### config.mk
export PLATFORM = sky130hd
export DESIGN_NAME = rau_front_flat
export DESIGN_NICKNAME = d
export VERILOG_FILES = /design/src/rtl/rau_pkg.sv /design/src/rtl/rau_if.sv /design/src/rtl/rau_front.sv /design/src/flat_wrapper.sv
export SDC_FILE = /design/constraint.sdc
export NUM_CORES = 1
export LEC_CHECK = 0
export BUFFER_PORTS_ARGS = -buffer_cell sky130_fd_sc_hd__buf_2
export CORE_AREA = 2 2 211 161
export CTS_BUF_LIST = sky130_fd_sc_hd__clkbuf_2 sky130_fd_sc_hd__clkbuf_4 sky130_fd_sc_hd__clkbuf_8
export DETAILED_ROUTE_END_ITERATION = 16
export DIE_AREA = 0 0 213 163
export HOLD_SLACK_MARGIN = 0.02
export PLACE_DENSITY_LB_ADDON = 0.05
export REMOVE_ABC_BUFFERS = 1
export SLEW_MARGIN = 20
export SYNTH_ARGS = -nofsm -noshare
export SYNTH_HDL_FRONTEND = slang
export SYNTH_SLANG_ARGS = --single-unit
### constraint.sdc
create_clock -name clk -period 7.6 [get_ports clk]
set_input_delay 0.38 -clock clk [delete_from_list [all_inputs] [get_ports clk]]
set_output_delay 0.38 -clock clk [all_outputs]
set_load 0.01 [all_outputs]
### src/rtl/rau_pkg.sv
package rau_pkg;

	localparam int unsigned WORD_WIDTH_DEF = 32;

	typedef enum logic [3:0] {
		ACT_NORM = 4'd0,
		ACT_ADD  = 4'd1,
		ACT_SUB  = 4'd2,
		ACT_MUL  = 4'd3,
		ACT_DIV  = 4'd4,
		ACT_EQ   = 4'd5,
		ACT_NE   = 4'd6,
		ACT_LT   = 4'd7,
		ACT_LE   = 4'd8,
		ACT_GT   = 4'd9,
		ACT_GE   = 4'd10
	} action_t;

	typedef enum logic [1:0] {
		ST_OK   = 2'd0,
		ST_ZDEN = 2'd1,
		ST_DIV0 = 2'd2,
		ST_OVF  = 2'd3
	} status_t;

	typedef enum logic [2:0] {
		BK_IDLE,
		BK_MUL,
		BK_COMB,
		BK_GCD,
		BK_DIV,
		BK_DONE
	} bk_state_t;

endpackage

### src/rtl/rau_if.sv
interface rau_in_if;
	logic        valid;
	logic        ready;
	logic [3:0]  action;
	logic [31:0] a_num;
	logic [31:0] a_den;
	logic [31:0] b_num;
	logic [31:0] b_den;
	modport source (output valid, action, a_num, a_den, b_num, b_den, input ready);
	modport sink   (input valid, action, a_num, a_den, b_num, b_den, output ready);
endinterface


### src/rtl/rau_front.sv
module rau_front #(
	parameter int unsigned WORD_WIDTH = rau_pkg::WORD_WIDTH_DEF
) (
	input  logic                      clk,
	input  logic                      arst_n,
	rau_in_if.sink                    in_ch,
	output logic                      q_valid,
	input  logic                      q_ready,
	output logic [3:0]                q_action,
	output logic                      q_early,
	output logic [1:0]                q_status,
	output logic signed [WORD_WIDTH:0] q_an,
	output logic [WORD_WIDTH:0]       q_ad,
	output logic signed [WORD_WIDTH:0] q_bn,
	output logic [WORD_WIDTH:0]       q_bd
);
	localparam int unsigned W = WORD_WIDTH;
	localparam int unsigned QD = 2;

	logic signed [W-1:0] an, ad, bn, bd;
	logic signed [W:0]   an_f, bn_f;
	logic [W:0]          ad_f, bd_f;
	logic                early;
	logic [1:0]          st;

	logic [3:0]          act_q [QD];
	logic                early_q [QD];
	logic [1:0]          st_q [QD];
	logic signed [W:0]   an_q [QD];
	logic [W:0]          ad_q [QD];
	logic signed [W:0]   bn_q [QD];
	logic [W:0]          bd_q [QD];
	logic                wp_q, rp_q;
	logic [1:0]          cnt_q;
	logic                push, pop;

	always_comb begin
		an = in_ch.a_num[W-1:0];
		ad = in_ch.a_den[W-1:0];
		bn = in_ch.b_num[W-1:0];
		bd = in_ch.b_den[W-1:0];
		an_f = ad[W-1] ? -(W+1)'(an) : (W+1)'(an);
		ad_f = ad[W-1] ? -(W+1)'(ad) : (W+1)'(ad);
		bn_f = bd[W-1] ? -(W+1)'(bn) : (W+1)'(bn);
		bd_f = bd[W-1] ? -(W+1)'(bd) : (W+1)'(bd);
		early = 1'b0;
		st = rau_pkg::ST_OK;
		if (in_ch.action > rau_pkg::ACT_GE) begin
			early = 1'b1;
		end else if (ad == '0 || (in_ch.action != rau_pkg::ACT_NORM && bd == '0)) begin
			early = 1'b1;
			st = rau_pkg::ST_ZDEN;
		end else if (in_ch.action == rau_pkg::ACT_DIV && bn == '0) begin
			early = 1'b1;
			st = rau_pkg::ST_DIV0;
		end
	end

	assign in_ch.ready = (cnt_q != 2'(QD));
	assign push = in_ch.valid && in_ch.ready;
	assign q_valid = (cnt_q != '0);
	assign pop = q_valid && q_ready;

	always_ff @(posedge clk) begin
		if (push) begin
			act_q[wp_q] <= in_ch.action;
			early_q[wp_q] <= early;
			st_q[wp_q] <= st;
			an_q[wp_q] <= an_f;
			ad_q[wp_q] <= ad_f;
			bn_q[wp_q] <= bn_f;
			bd_q[wp_q] <= bd_f;
		end
	end

	always_ff @(posedge clk or negedge arst_n) begin
		if (!arst_n) begin
			wp_q <= 1'b0;
			rp_q <= 1'b0;
			cnt_q <= '0;
		end else begin
			if (push) wp_q <= ~wp_q;
			if (pop) rp_q <= ~rp_q;
			cnt_q <= cnt_q + 2'(push) - 2'(pop);
		end
	end

	assign q_action = act_q[rp_q];
	assign q_early = early_q[rp_q];
	assign q_status = st_q[rp_q];
	assign q_an = an_q[rp_q];
	assign q_ad = ad_q[rp_q];
	assign q_bn = bn_q[rp_q];
	assign q_bd = bd_q[rp_q];

	a_cnt_range: assert property (@(posedge clk) disable iff (!arst_n) cnt_q <= 2'(QD))
		else $error("queue count out of range");
	a_no_push_full: assert property (@(posedge clk) disable iff (!arst_n)
		cnt_q == 2'(QD) |-> !push) else $error("push into full queue");
	a_no_pop_empty: assert property (@(posedge clk) disable iff (!arst_n)
		cnt_q == '0 |-> !pop) else $error("pop from empty queue");
endmodule

### src/flat_wrapper.sv
// flat-port wrapper written by rule: the top's interface ports become plain ports
module rau_front_flat 
#(
	parameter int unsigned WORD_WIDTH = rau_pkg::WORD_WIDTH_DEF
)
  (clk, arst_n, q_valid, q_ready, q_action, q_early, q_status, q_an, q_ad, q_bn, q_bd, in_ch_valid, in_ch_action, in_ch_a_num, in_ch_a_den, in_ch_b_num, in_ch_b_den, in_ch_ready);
  rau_in_if in_ch_i ();
  input  logic clk;
  input  logic arst_n;
  output logic q_valid;
  input  logic q_ready;
  output logic [3:0] q_action;
  output logic q_early;
  output logic [1:0] q_status;
  output logic signed [WORD_WIDTH:0] q_an;
  output logic [WORD_WIDTH:0] q_ad;
  output logic signed [WORD_WIDTH:0] q_bn;
  output logic [WORD_WIDTH:0] q_bd;
  input wire logic [$bits(in_ch_i.valid)-1:0] in_ch_valid;
  input wire logic [$bits(in_ch_i.action)-1:0] in_ch_action;
  input wire logic [$bits(in_ch_i.a_num)-1:0] in_ch_a_num;
  input wire logic [$bits(in_ch_i.a_den)-1:0] in_ch_a_den;
  input wire logic [$bits(in_ch_i.b_num)-1:0] in_ch_b_num;
  input wire logic [$bits(in_ch_i.b_den)-1:0] in_ch_b_den;
  output wire logic [$bits(in_ch_i.ready)-1:0] in_ch_ready;
  assign in_ch_i.valid = in_ch_valid;
  assign in_ch_i.action = in_ch_action;
  assign in_ch_i.a_num = in_ch_a_num;
  assign in_ch_i.a_den = in_ch_a_den;
  assign in_ch_i.b_num = in_ch_b_num;
  assign in_ch_i.b_den = in_ch_b_den;
  assign in_ch_ready = in_ch_i.ready;
  rau_front #(.WORD_WIDTH(WORD_WIDTH)) u_core (.clk(clk), .arst_n(arst_n), .in_ch(in_ch_i), .q_valid(q_valid), .q_ready(q_ready), .q_action(q_action), .q_early(q_early), .q_status(q_status), .q_an(q_an), .q_ad(q_ad), .q_bn(q_bn), .q_bd(q_bd));
endmodule
==> results of run 1 <==
[kinds of logic after synthesis]
| family | after synthesis |
|---|---|
| flops | 282 |
| compound gates | 101 |
| buf+inv | 42 |
| mux | 141 |
| simple gates | 146 |
| xor+xnor | 122 |
| other cells | 1 |
| fa+ha+maj | 6 |
[cell usage after synthesis, types with 4 or more instances]
cell      count
edfxtp_1    278
mux2_2      139
xnor2_1     121
nand2_1      43
o21ai_0      39
o31ai_1      34
clkbuf_1     25
o41ai_1      22
or4_1        17
nor2_1       14
inv_1        12
nor3_1       11
nor4_1       11
nand2b_1      8
ha_1          6
or2_2         6
or3_1         6
buf_1         5
dfrtp_1       4
or4b_2        4
[path summary, 6_finish.rpt]
path	depth (start not counted)	slack, ns	from	endpoint
worst min register to register	1	0.49	u_core.cnt_q[1]	u_core.cnt_q[1]
worst min-delay path	1	0.07	in_ch_action[1]	u_core.act_q[0][1]
max in group asynchronous	2	7.30	arst_n	u_core.rp_q
worst max register to register	3	5.35	u_core.cnt_q[1]	u_core.ad_q[1][19]
worst max-delay path	3	3.96	u_core.rp_q	q_ad[29]
min in group asynchronous	2	0.16	arst_n	u_core.cnt_q[1]
[worst register-to-register path, stage by stage (launching register included)]
cell	delay [ns]
dfrtp_1	0.39
nand2_1	0.11
and3_4	0.51
buf_4	0.82
[area by class of cell]
class                   instances  area (µm²)  area share, %
diodes                          4        10.0         0.0638
clock buffers                  57         722           4.60
clock inverters                25         104          0.662
inverters                      12        45.0          0.287
multi-input cells             520        4320           27.5
flip-flops and latches        282        8450           53.8
well taps                     450         563           3.59
repair buffers                286        1480           9.42
[stage by stage]
step | hold slack, ns | std cells | utilization [%] | worst slack (ns)
6_report | 0.0737 | 1636 | 47.8 | 3.96
4_1_cts | 0.0229 | 1632 | 47.7 | 3.83
3_3_place_gp | 0.199 | 1546 | 45.1 | 4.47
2_1_floorplan | 0.0844 | 814 | - | 0.546
5_1_grt | 0.0387 | 1635 | 47.7 | 3.69
3_5_place_dp | 0.201 | 1546 | 45.1 | 4.47
[layout by cell type, fill, tap and decap left out, types with 2 or more instances in the layout]
master,Yosys,final
dlygate4sd3_1,0,4
nand2_1,43,43
or4_4,3,3
nand3_1,3,3
o31ai_1,34,34
nor3_1,11,11
clkinv_2,0,5
or4_1,17,17
mux2_2,139,139
clkbuf_4,0,10
clkinv_1,0,19
dfrtp_1,4,3
nor4_1,11,11
o41ai_2,3,3
clkbuf_8,0,47
o41ai_1,22,22
o21ai_0,39,39
buf_4,0,5
diode_2,0,4
mux2i_1,2,2
or4b_2,4,4
ha_1,6,6
nand2b_1,8,8
or3_1,6,6
xnor2_1,121,121
nand4b_1,2,2
conb_1,1,4
edfxtp_1,278,278
nand3b_1,2,2
buf_2,0,276
inv_1,12,12
or2_2,6,6
nor2_1,14,13
nand4_1,3,3
[where the power goes]
group,switching (W),total [W],internal (W)
sequential,0.000160,0.00233,0.00217
combinational,0.000858,0.00156,0.000703
clock,0.000587,0.00121,0.000622
total,0.00160,0.00510,0.00349
[timing repair]
item | CTS | global route
hold endpoints to repair | 10 | 0
hold buffers | 4 | 0
gates resized for setup | 0 | 0
buffers inserted | 0 | 0
[sequential cells by signal (all words and copies together) (netlist names)]
| register | cells |
|---|---|
| u_core.wp_q | 1 |
| u_core.an_q | 66 |
| u_core.bn_q | 66 |
| u_core.st_q | 4 |
| u_core.ad_q | 66 |
| u_core.early_q | 2 |
| u_core.cnt_q | 2 |
| u_core.act_q | 8 |
| u_core.bd_q | 66 |
| u_core.rp_q | 1 |
[metal layers]
metal	part of all wire, %	vias up
li1	-	3887
met1	45	3860
met2	45	205
met3	7.3	45
met4	2.2	2
met5	0.043	-
==> impl_metrics.tcl, run 1 <==
set metrics [dict create \
    maxSlewHeadroom_pct 28.7 \
    antenna_found_initial 5 \
    worstPathCellList "buf_4 > mux2_2 > buf_2" \
    ant_nets 0 \
    muxShareOfSynthArea_pct 12.3 \
    grt_pass1_wl_mm 44.9 \
    yosysTopAreaCell "edfxtp_1" \
    insertion_delay_ns 0.56 \
    min_path_type "in2reg" \
    grt_overflow 0 \
    routed_wl_mm 30.3 \
    synth_xor_area_share_pct 8.28 \
    drc_errors 0 \
    worstMarginPinSlew_ns 1.07 \
    post_dp_cell_area_um2 14800 \
    cts_sinks 282 \
    power.density_nw_per_um2 325 \
    final_area_um2 15700 \
    grt_pass1_vias 7871 \
    total_power_w 0.00510 \
    critPathBufInv 2 \
    hold_viol_final 0 \
    cp_max_fo 72 \
    layout_min_cycle_time_ns 3.64 \
    firstDrtPassIters 6 \
    synth_edf_count 278 \
    crit_path_top_delay_cell "dfrtp_4" \
    cts_htree_levels 2 \
    critPathRequiredTime_ns 7.22 \
    synth_seq_cells 282 \
    place.gp.congestion 0.741 \
    ys.flop_type "edfxtp_1" \
    syn_inst 841 \
    dpl.hpwl_mm 19.9 \
    cp-end-kind "output port" \
    synthAdderAreaFrac_pct 0.582 \
    critPathMaxStageDelay_ns 1.13 \
    fill_cells 3008 \
    avgRoutedWirePerCell_um 18.6 \
    root_buffer "clkbuf_8" \
    rows 58 \
    drtIter0Drc 394 \
    drive_gt1_share_pct 43.1 \
    worstSetupStartpointType "register" \
    synth_top_family_by_area "multiplexers" \
    grt_start_max_net_pins 140 \
    drv_cap 0 \
    seq_area_frac_synth_pct 65.5 \
    area_delta_synth_final_pct 21.6 \
    post-route-period-util_pct 47.9 \
    critPathKind "reg2out" \
    fin_tns_setup_ns 0 \
    syn_area_um2 12900 \
    ir_drop_v 0.000264 \
    vias 7999 \
    finalMaxSlewViolations 0 \
    cts_tree "yes" \
    top_usage_layer "met2" \
    syn_avg_cell_area_um2 15.3 \
    die_height_um 163 \
    finalClockSkew_ns 0.0112 \
    io_pins 277 \
    yosysWarningCount 0 \
    met3_usage_pct 5.48 \
    arrival_ns 3.26 \
    setup_viol 0 \
    crit_family "flip-flops" \
    vias_per_cell 4.89 \
    numCtsBuffers 47 \
    synthTopCellsByArea "edfxtp_1, mux2_2, xnor2_1" \
    start_util_pct 39.3 \
    core_area_um2 32900 \
    async_flop_share_pct 1.42 \
    synth_compound_gate_area_share_pct 5.55 \
    synth-simple-area-share_pct 6.60 \
    grt_usage_pct 17.1 \
    met2_usage_pct 26.3 \
    num-nets-final 1291 \
    cts.clk_slew.worst_paths_ns 0.06 \
    rsz0062_at_grt "false" \
    yosysUniqueCellTypes 45 \
    p_leak_nw 5.52 \
    fmax_mhz 275 \
    die_w_um 213 \
    status "completed" \
    cts_buffer_depth 3 \
    port_buffers 276 \
    synth_top_area_share_pct 64.7 \
    grt_util_met1_pct 22.7 \
    dieArea_um2 34700 \
]
No activity file was read; power rests on OpenSTA's default activity.
==> run 2: changes to the inputs <==
- ABC_AREA: not set -> 1
- CORE_AREA: 2 2 211 161 -> 2 2 223 170
- DIE_AREA: 0 0 213 163 -> 0 0 225 172
- clock period: 7.6 -> 3.7 ns (I/O delays scaled with it)
==> run 2 against run 1 <==
Setup slack worse by 2.9 ns. Largest power group unchanged. Sequential share of layout area fell by 7.6 points. Synthesized area up 12%. Critical endpoint is now q_action[2]. Highest routed layer is now met4. Clock power up 120%. Via count increased by 48%. Count of clock-buffer cells in the layout grew 12. Power rose by 120%. Hold slack got worse by 0.0066 ns.
==> impl_metrics.tcl, run 2 <==
set metrics [dict create \
    dpl.hpwl_mm 27.4 \
    routed.top_layer "met4" \
    hold_viol_final 0 \
    fin_util_pct 50.0 \
    syn_area_um2 14400 \
    routedLengthMet1_mm 19.8 \
    synth_edf_count 278 \
    worstPathCellList "inv_4 > buf_4 > nand2_1 > nand2_1 > buf_2" \
    cts.clk_slew.worst_paths_ns 0.06 \
    comb_power_share_pct 35.7 \
    grt_pass1_vias 11100 \
    seq_area_frac_synth_pct 58.7 \
    routed_wl_mm 40.8 \
    fill_cells 3520 \
    avgRoutedWirePerCell_um 16.3 \
    wl_met2_mm 17.8 \
    p_seq_share_pct 40.6 \
    insertion_delay_ns 0.58 \
    die_height_um 172 \
    finalMaxSlewViolations 0 \
    async_flop_share_pct 1.42 \
    p_leak_nw 8.19 \
    die_w_um 225 \
    rsz0062_at_grt "false" \
    total_power_w 0.0113 \
    internal_power_w 0.00712 \
    arrival_ns 2.47 \
    yosysWarningCount 0 \
    p_switching_w 0.00420 \
    layout_min_cycle_time_ns 2.66 \
    place.gp.congestion 0.874 \
    synth_seq_cells 282 \
    grt_pass1_wl_mm 61.5 \
    drive_gt1_share_pct 20.1 \
    status "completed" \
    synth_top_area_share_pct 58.0 \
    io_pins 277 \
    firstDrtPassIters 5 \
    start_util_pct 39.4 \
    setup_viol 0 \
    port_buffers 276 \
    post-route-period-util_pct 71.9 \
    critPathBufInv 3 \
    cts_setup_buffers 0 \
    critPathKind "reg2out" \
    diodes 0 \
    syn_avg_cell_area_um2 8.99 \
    synthTopCellsByArea "edfxtp_1, nand2_1, nor2_1" \
    worstSetupStartpointType "register" \
    yosysMostFrequentCell "nand2_1" \
    cts_sinks 282 \
    vias_per_cell 4.70 \
    drc_errors 0 \
    maxSlewHeadroom_pct 38.9 \
    crit_path_top_delay_cell "inv_4" \
    wl_met3_mm 2.29 \
    grt_start_max_net_pins 141 \
    cp_max_fo 55 \
    yosysTopAreaCell "edfxtp_1" \
    ant_nets 0 \
    fmax_mhz 376 \
    numCtsBuffers 47 \
    final_cell_mix "nand2_1, edfxtp_1, buf_2" \
    area_delta_synth_final_pct 26.9 \
    cts_tree "yes" \
    p_clk_share_pct 23.7 \
    root_buffer "clkbuf_8" \
    power.density_nw_per_um2 620 \
    core_area_um2 36600 \
    dieArea_um2 38700 \
    min_path_type "in2reg" \
    worstMarginPinSlew_ns 0.917 \
    cts_buffer_depth 3 \
    grt_overflow 0 \
    yosysUniqueCellTypes 37 \
    cp-end-kind "output port" \
    synth_top_cells_by_count "nand2_1, edfxtp_1, nor2_1" \
    whs_ns 0.0671 \
    drv_cap 0 \
    grt_usage_pct 20.7 \
    final_common_cell "nand2_1" \
    ys.flop_type "edfxtp_1" \
    rows 61 \
    critPathRequiredTime_ns 3.51 \
    critPathMaxStageDelay_ns 0.57 \
    vias 11800 \
    cpMostUsedCell "nand2_1" \
    finalClockSkew_ns 0.0137 \
    ir_drop_v 0.000586 \
    cts_htree_levels 2 \
    ctsResizeCount 0 \
    antenna_found_initial 0 \
    drtIter0Drc 738 \
    num-nets-final 2141 \
    crit_family "buffers and inverters" \
    syn_inst 1601 \
    sw_frac_of_total_pct 37.1 \
]
run 2: changes by cell type after synthesis, moves of 22 or more:
cell / delta
mux2_2: -139
o31ai_1: -34
o41ai_1: -22
nor2_1: +134
nand3_1: +88
nand2_1: +670
xor2_1: +54
xnor2_1: -96
inv_1: +107
run 2: cells by family after synthesis:
logic type               Yosys count  share of synthesized area, %
AND/OR/NAND/NOR                 1019                          29.0
AO/OA/AOI/OAI                     46                          2.24
XOR/XNOR                          80                          4.87
other                              1                        0.0261
flip-flops                       282                          58.7
buffers and inverters            167                          4.67
adder cells (fa/ha/maj)            6                         0.522
run 2: worst min-delay path: cells and delay by family:
family	cells	cell delay [ns]
buf+inv	2	0.19
xor+xnor	1	0.09
run 2: power by group through the flow:
stage               Combinational, W  Sequential (W)  Clock [W]
detailed placement           0.00404         0.00465          0
global placement             0.00403         0.00464          0
finish                       0.00404         0.00459    0.00269
global route                 0.00449         0.00465    0.00291
CTS                          0.00414         0.00459    0.00277
floorplan                    0.00209         0.00492          0
run 2: path summary, 6_finish.rpt:
check	startpoint	endpoint	slack [ns]	cells past startpoint
setup / recovery	u_core.rp_q	q_action[2]	1.04	5
hold / removal	in_ch_a_den[3]	u_core.ad_q[0][3]	0.07	3
setup reg to reg	u_core.cnt_q[1]	u_core.bn_q[1][21]	1.78	4
hold reg to reg	u_core.cnt_q[1]	u_core.cnt_q[1]	0.63	2
max in group asynchronous	arst_n	u_core.rp_q	3.00	3
min in group asynchronous	arst_n	u_core.rp_q	0.50	3
run 2: metal layers:
| metal | vias up | track usage (%) |
|---|---|---|
| li1 | 5963 | - |
| met1 | 5458 | 30.0 |
| met2 | 315 | 31.5 |
| met3 | 63 | 3.93 |
| met4 | 0 | 6.33 |
| met5 | - | 0 |
run 2: through the flow:
step / setup WS, ns / std cells / area (µm²) / TNS (ns)
floorplan: -3.35 / 1559 / 14200 / -1253.14
finish: 1.04 / 2508 / 18300 / 0
global route: 0.842 / 2508 / 18300 / 0
detailed placement: 1.53 / 2315 / 16300 / 0
global placement: 1.59 / 2315 / 16300 / 0
CTS: 0.951 / 2508 / 18300 / 0
run 2: repair_timing:
action / 4_1_cts / 5_1_grt
endpoints found under the setup margin: 0 / 0
hold buffers: 107 / 0
endpoints found under the hold margin: 216 / 0
run 2: cell type report:
type / instances / area [µm²] / area share [%]
repair buffers: 391 / 2560 / 14.0
well taps: 472 / 591 / 3.23
flip-flops and latches: 282 / 8450 / 46.3
multi-input cells: 1155 / 5300 / 29.0
clock buffers: 69 / 825 / 4.51
clock inverters: 17 / 76.3 / 0.418
inverters: 122 / 460 / 2.52
==> run 3: changes to the inputs <==
- ABC_AREA: 1 -> 0
- CORE_AREA: 2 2 223 170 -> 2 2 211 161
- DIE_AREA: 0 0 225 172 -> 0 0 213 163
- clock period: 3.7 -> 2.58 ns (I/O delays scaled with it)
==> run 3 against run 2 <==
Core utilization increased by 3.1 points. Critical endpoint is now u_core.ad_q[1][17]. Clock skew increased by 0.0050 ns. Global-route usage decreased by 2.8 points. Clock power increased by 42%. Critical path type is now in2reg. Largest power group unchanged. Power increased by 38%. Combinational power increased by 30%. Hold slack improved by 0.0082 ns.
==> impl_metrics.tcl, run 3 (synthesis gave the netlist of run 1 again) <==
set metrics [dict create \
    worstSetupStartpointType "input pin" \
    fin_util_pct 53.0 \
    total_power_w 0.0156 \
    grt_pass1_wl_mm 47.7 \
    routed_wl_mm 31.8 \
    finalMaxSlewViolations 0 \
    drv_cap 0 \
    rsz0062_at_grt "false" \
    p_seq_share_pct 42.1 \
    critPathRequiredTime_ns 2.87 \
    vias 8606 \
    post-route-period-util_pct 97.8 \
    worstMarginPinSlew_ns 0.631 \
    cts_htree_levels 2 \
    min_path_type "in2reg" \
    dieArea_um2 34700 \
    antenna_found_initial 0 \
    port_buffers 276 \
    maxSlewHeadroom_pct 57.5 \
    cp-end-kind "register" \
    dpl.hpwl_mm 20.3 \
    cts_tree "yes" \
    cts_buffer_depth 3 \
    cts.clk_slew.worst_paths_ns 0.06 \
    sw_frac_of_total_pct 31.0 \
    layout_min_cycle_time_ns 2.52 \
    die_w_um 213 \
    grt_pass1_vias 8705 \
    numCtsBuffers 47 \
    arrival_ns 2.82 \
    internal_power_w 0.0108 \
    drc_errors 0 \
    grt_overflow 0 \
    io_pins 277 \
    p_leak_nw 6.26 \
    start_util_pct 39.3 \
    insertion_delay_ns 0.57 \
    final_cell_mix "edfxtp_1, buf_2, dlygate4sd3_1" \
    num-nets-final 1445 \
    status "completed" \
    core_area_um2 32900 \
    ir_drop_v 0.000481 \
    grt_usage_pct 17.9 \
    setup_viol 0 \
    place.gp.congestion 0.762 \
    multi_input_area_um2 4380 \
    ant_nets 0 \
    firstDrtPassIters 4 \
    finalClockSkew_ns 0.0187 \
    whs_ns 0.0753 \
    vias_per_cell 4.81 \
    cts_setup_buffers 0 \
    grt_start_max_net_pins 91 \
    drtIter0Drc 424 \
    p_switching_w 0.00485 \
    diodes 0 \
    fill_cells 2818 \
    comb_power_share_pct 33.5 \
    rows 58 \
    fin_tns_setup_ns 0 \
    area_delta_synth_final_pct 35.1 \
    die_height_um 163 \
    layout_setup_ws_ns 0.0576 \
    hold_viol_final 0 \
    power.density_nw_per_um2 897 \
    cts_sinks 282 \
    cp_max_fo 7 \
    drive_gt1_share_pct 40.5 \
    avgRoutedWirePerCell_um 17.8 \
    root_buffer "clkbuf_8" \
    final_common_cell "edfxtp_1" \
    regArea_um2 8450 \
    critPathKind "in2reg" \
    p_clk_share_pct 24.4 \
    fmax_mhz 396 \
    place_ws_ns 0.0913 \
]
run 3: cell types whose count changed in the layout (fill, tap and decap cells not counted), sizes merged, moves of 54 or more:
cell / before / now
nor2: 163 / 14
nand3: 92 / 3
xor2: 55 / 1
nand2: 724 / 43
mux2: 0 / 139
xnor2: 25 / 121
inv: 121 / 13
run 3: path summary, 6_finish.rpt:
kind / start / to / slack, ns / depth (start not counted)
hold / removal: in_ch_a_num[9] / u_core.an_q[1][12] / 0.08 / 3
setup reg to reg: u_core.cnt_q[1] / u_core.cnt_q[1] / 0.83 / 7
min in group asynchronous: arst_n / u_core.wp_q / 0.46 / 3
hold reg to reg: u_core.cnt_q[1] / u_core.cnt_q[1] / 0.50 / 1
max in group asynchronous: arst_n / u_core.rp_q / 1.93 / 3
setup / recovery: in_ch_a_den[11] / u_core.ad_q[1][17] / 0.06 / 8
run 3: through the flow:
| stage | cell area [µm²] | instances |
|---|---|---|
| after floorplan | 12800 | 814 |
| after global placement | 15000 | 1558 |
| after detailed placement | 15000 | 1558 |
| after CTS | 17400 | 1788 |
| after global routing | 17400 | 1788 |
| final | 17400 | 1788 |
run 3: critical path: stages:
cell and delay, ns:
dlygate4sd3_1 0.53, buf_2 0.15, or4_1 0.66, nor3_4 0.28, nand2b_4 0.12, o31ai_1 0.25
xnor2_1 0.10, dlygate4sd3_1 0.59
run 3: timing repair:
item	in CTS	in global routing
hold endpoints to repair	275	0
hold buffers	146	0
gates resized for setup	0	8
endpoints found under the setup margin	0	12
run 3: layout make-up:
cell class | count | area share, %
multi-input combinational | 520 | 25.1
timing repair buffer | 440 | 17.7
sequential | 282 | 48.5
clock buffer | 74 | 4.91
inverter | 12 | 0.258
tap | 450 | 3.23
clock inverter | 10 | 0.273
run 3: routing by layer:
metal	up-vias	wire [µm]	global-route usage, %
li1	4202	-	-
met1	4137	14000	23.1
met2	217	14800	28.7
met3	50	2370	6.04
met4	0	610	5.34
met5	-	0	0
run 3: power by group through the flow:
stage / clock network, W / logic [W] / registers, W
after floorplan: 0 / 0.00252 / 0.00690
after global placement: 0 / 0.00516 / 0.00664
after detailed placement: 0 / 0.00515 / 0.00667
after CTS: 0.00397 / 0.00536 / 0.00658
after global routing: 0.00419 / 0.00567 / 0.00666
final: 0.00382 / 0.00525 / 0.00658
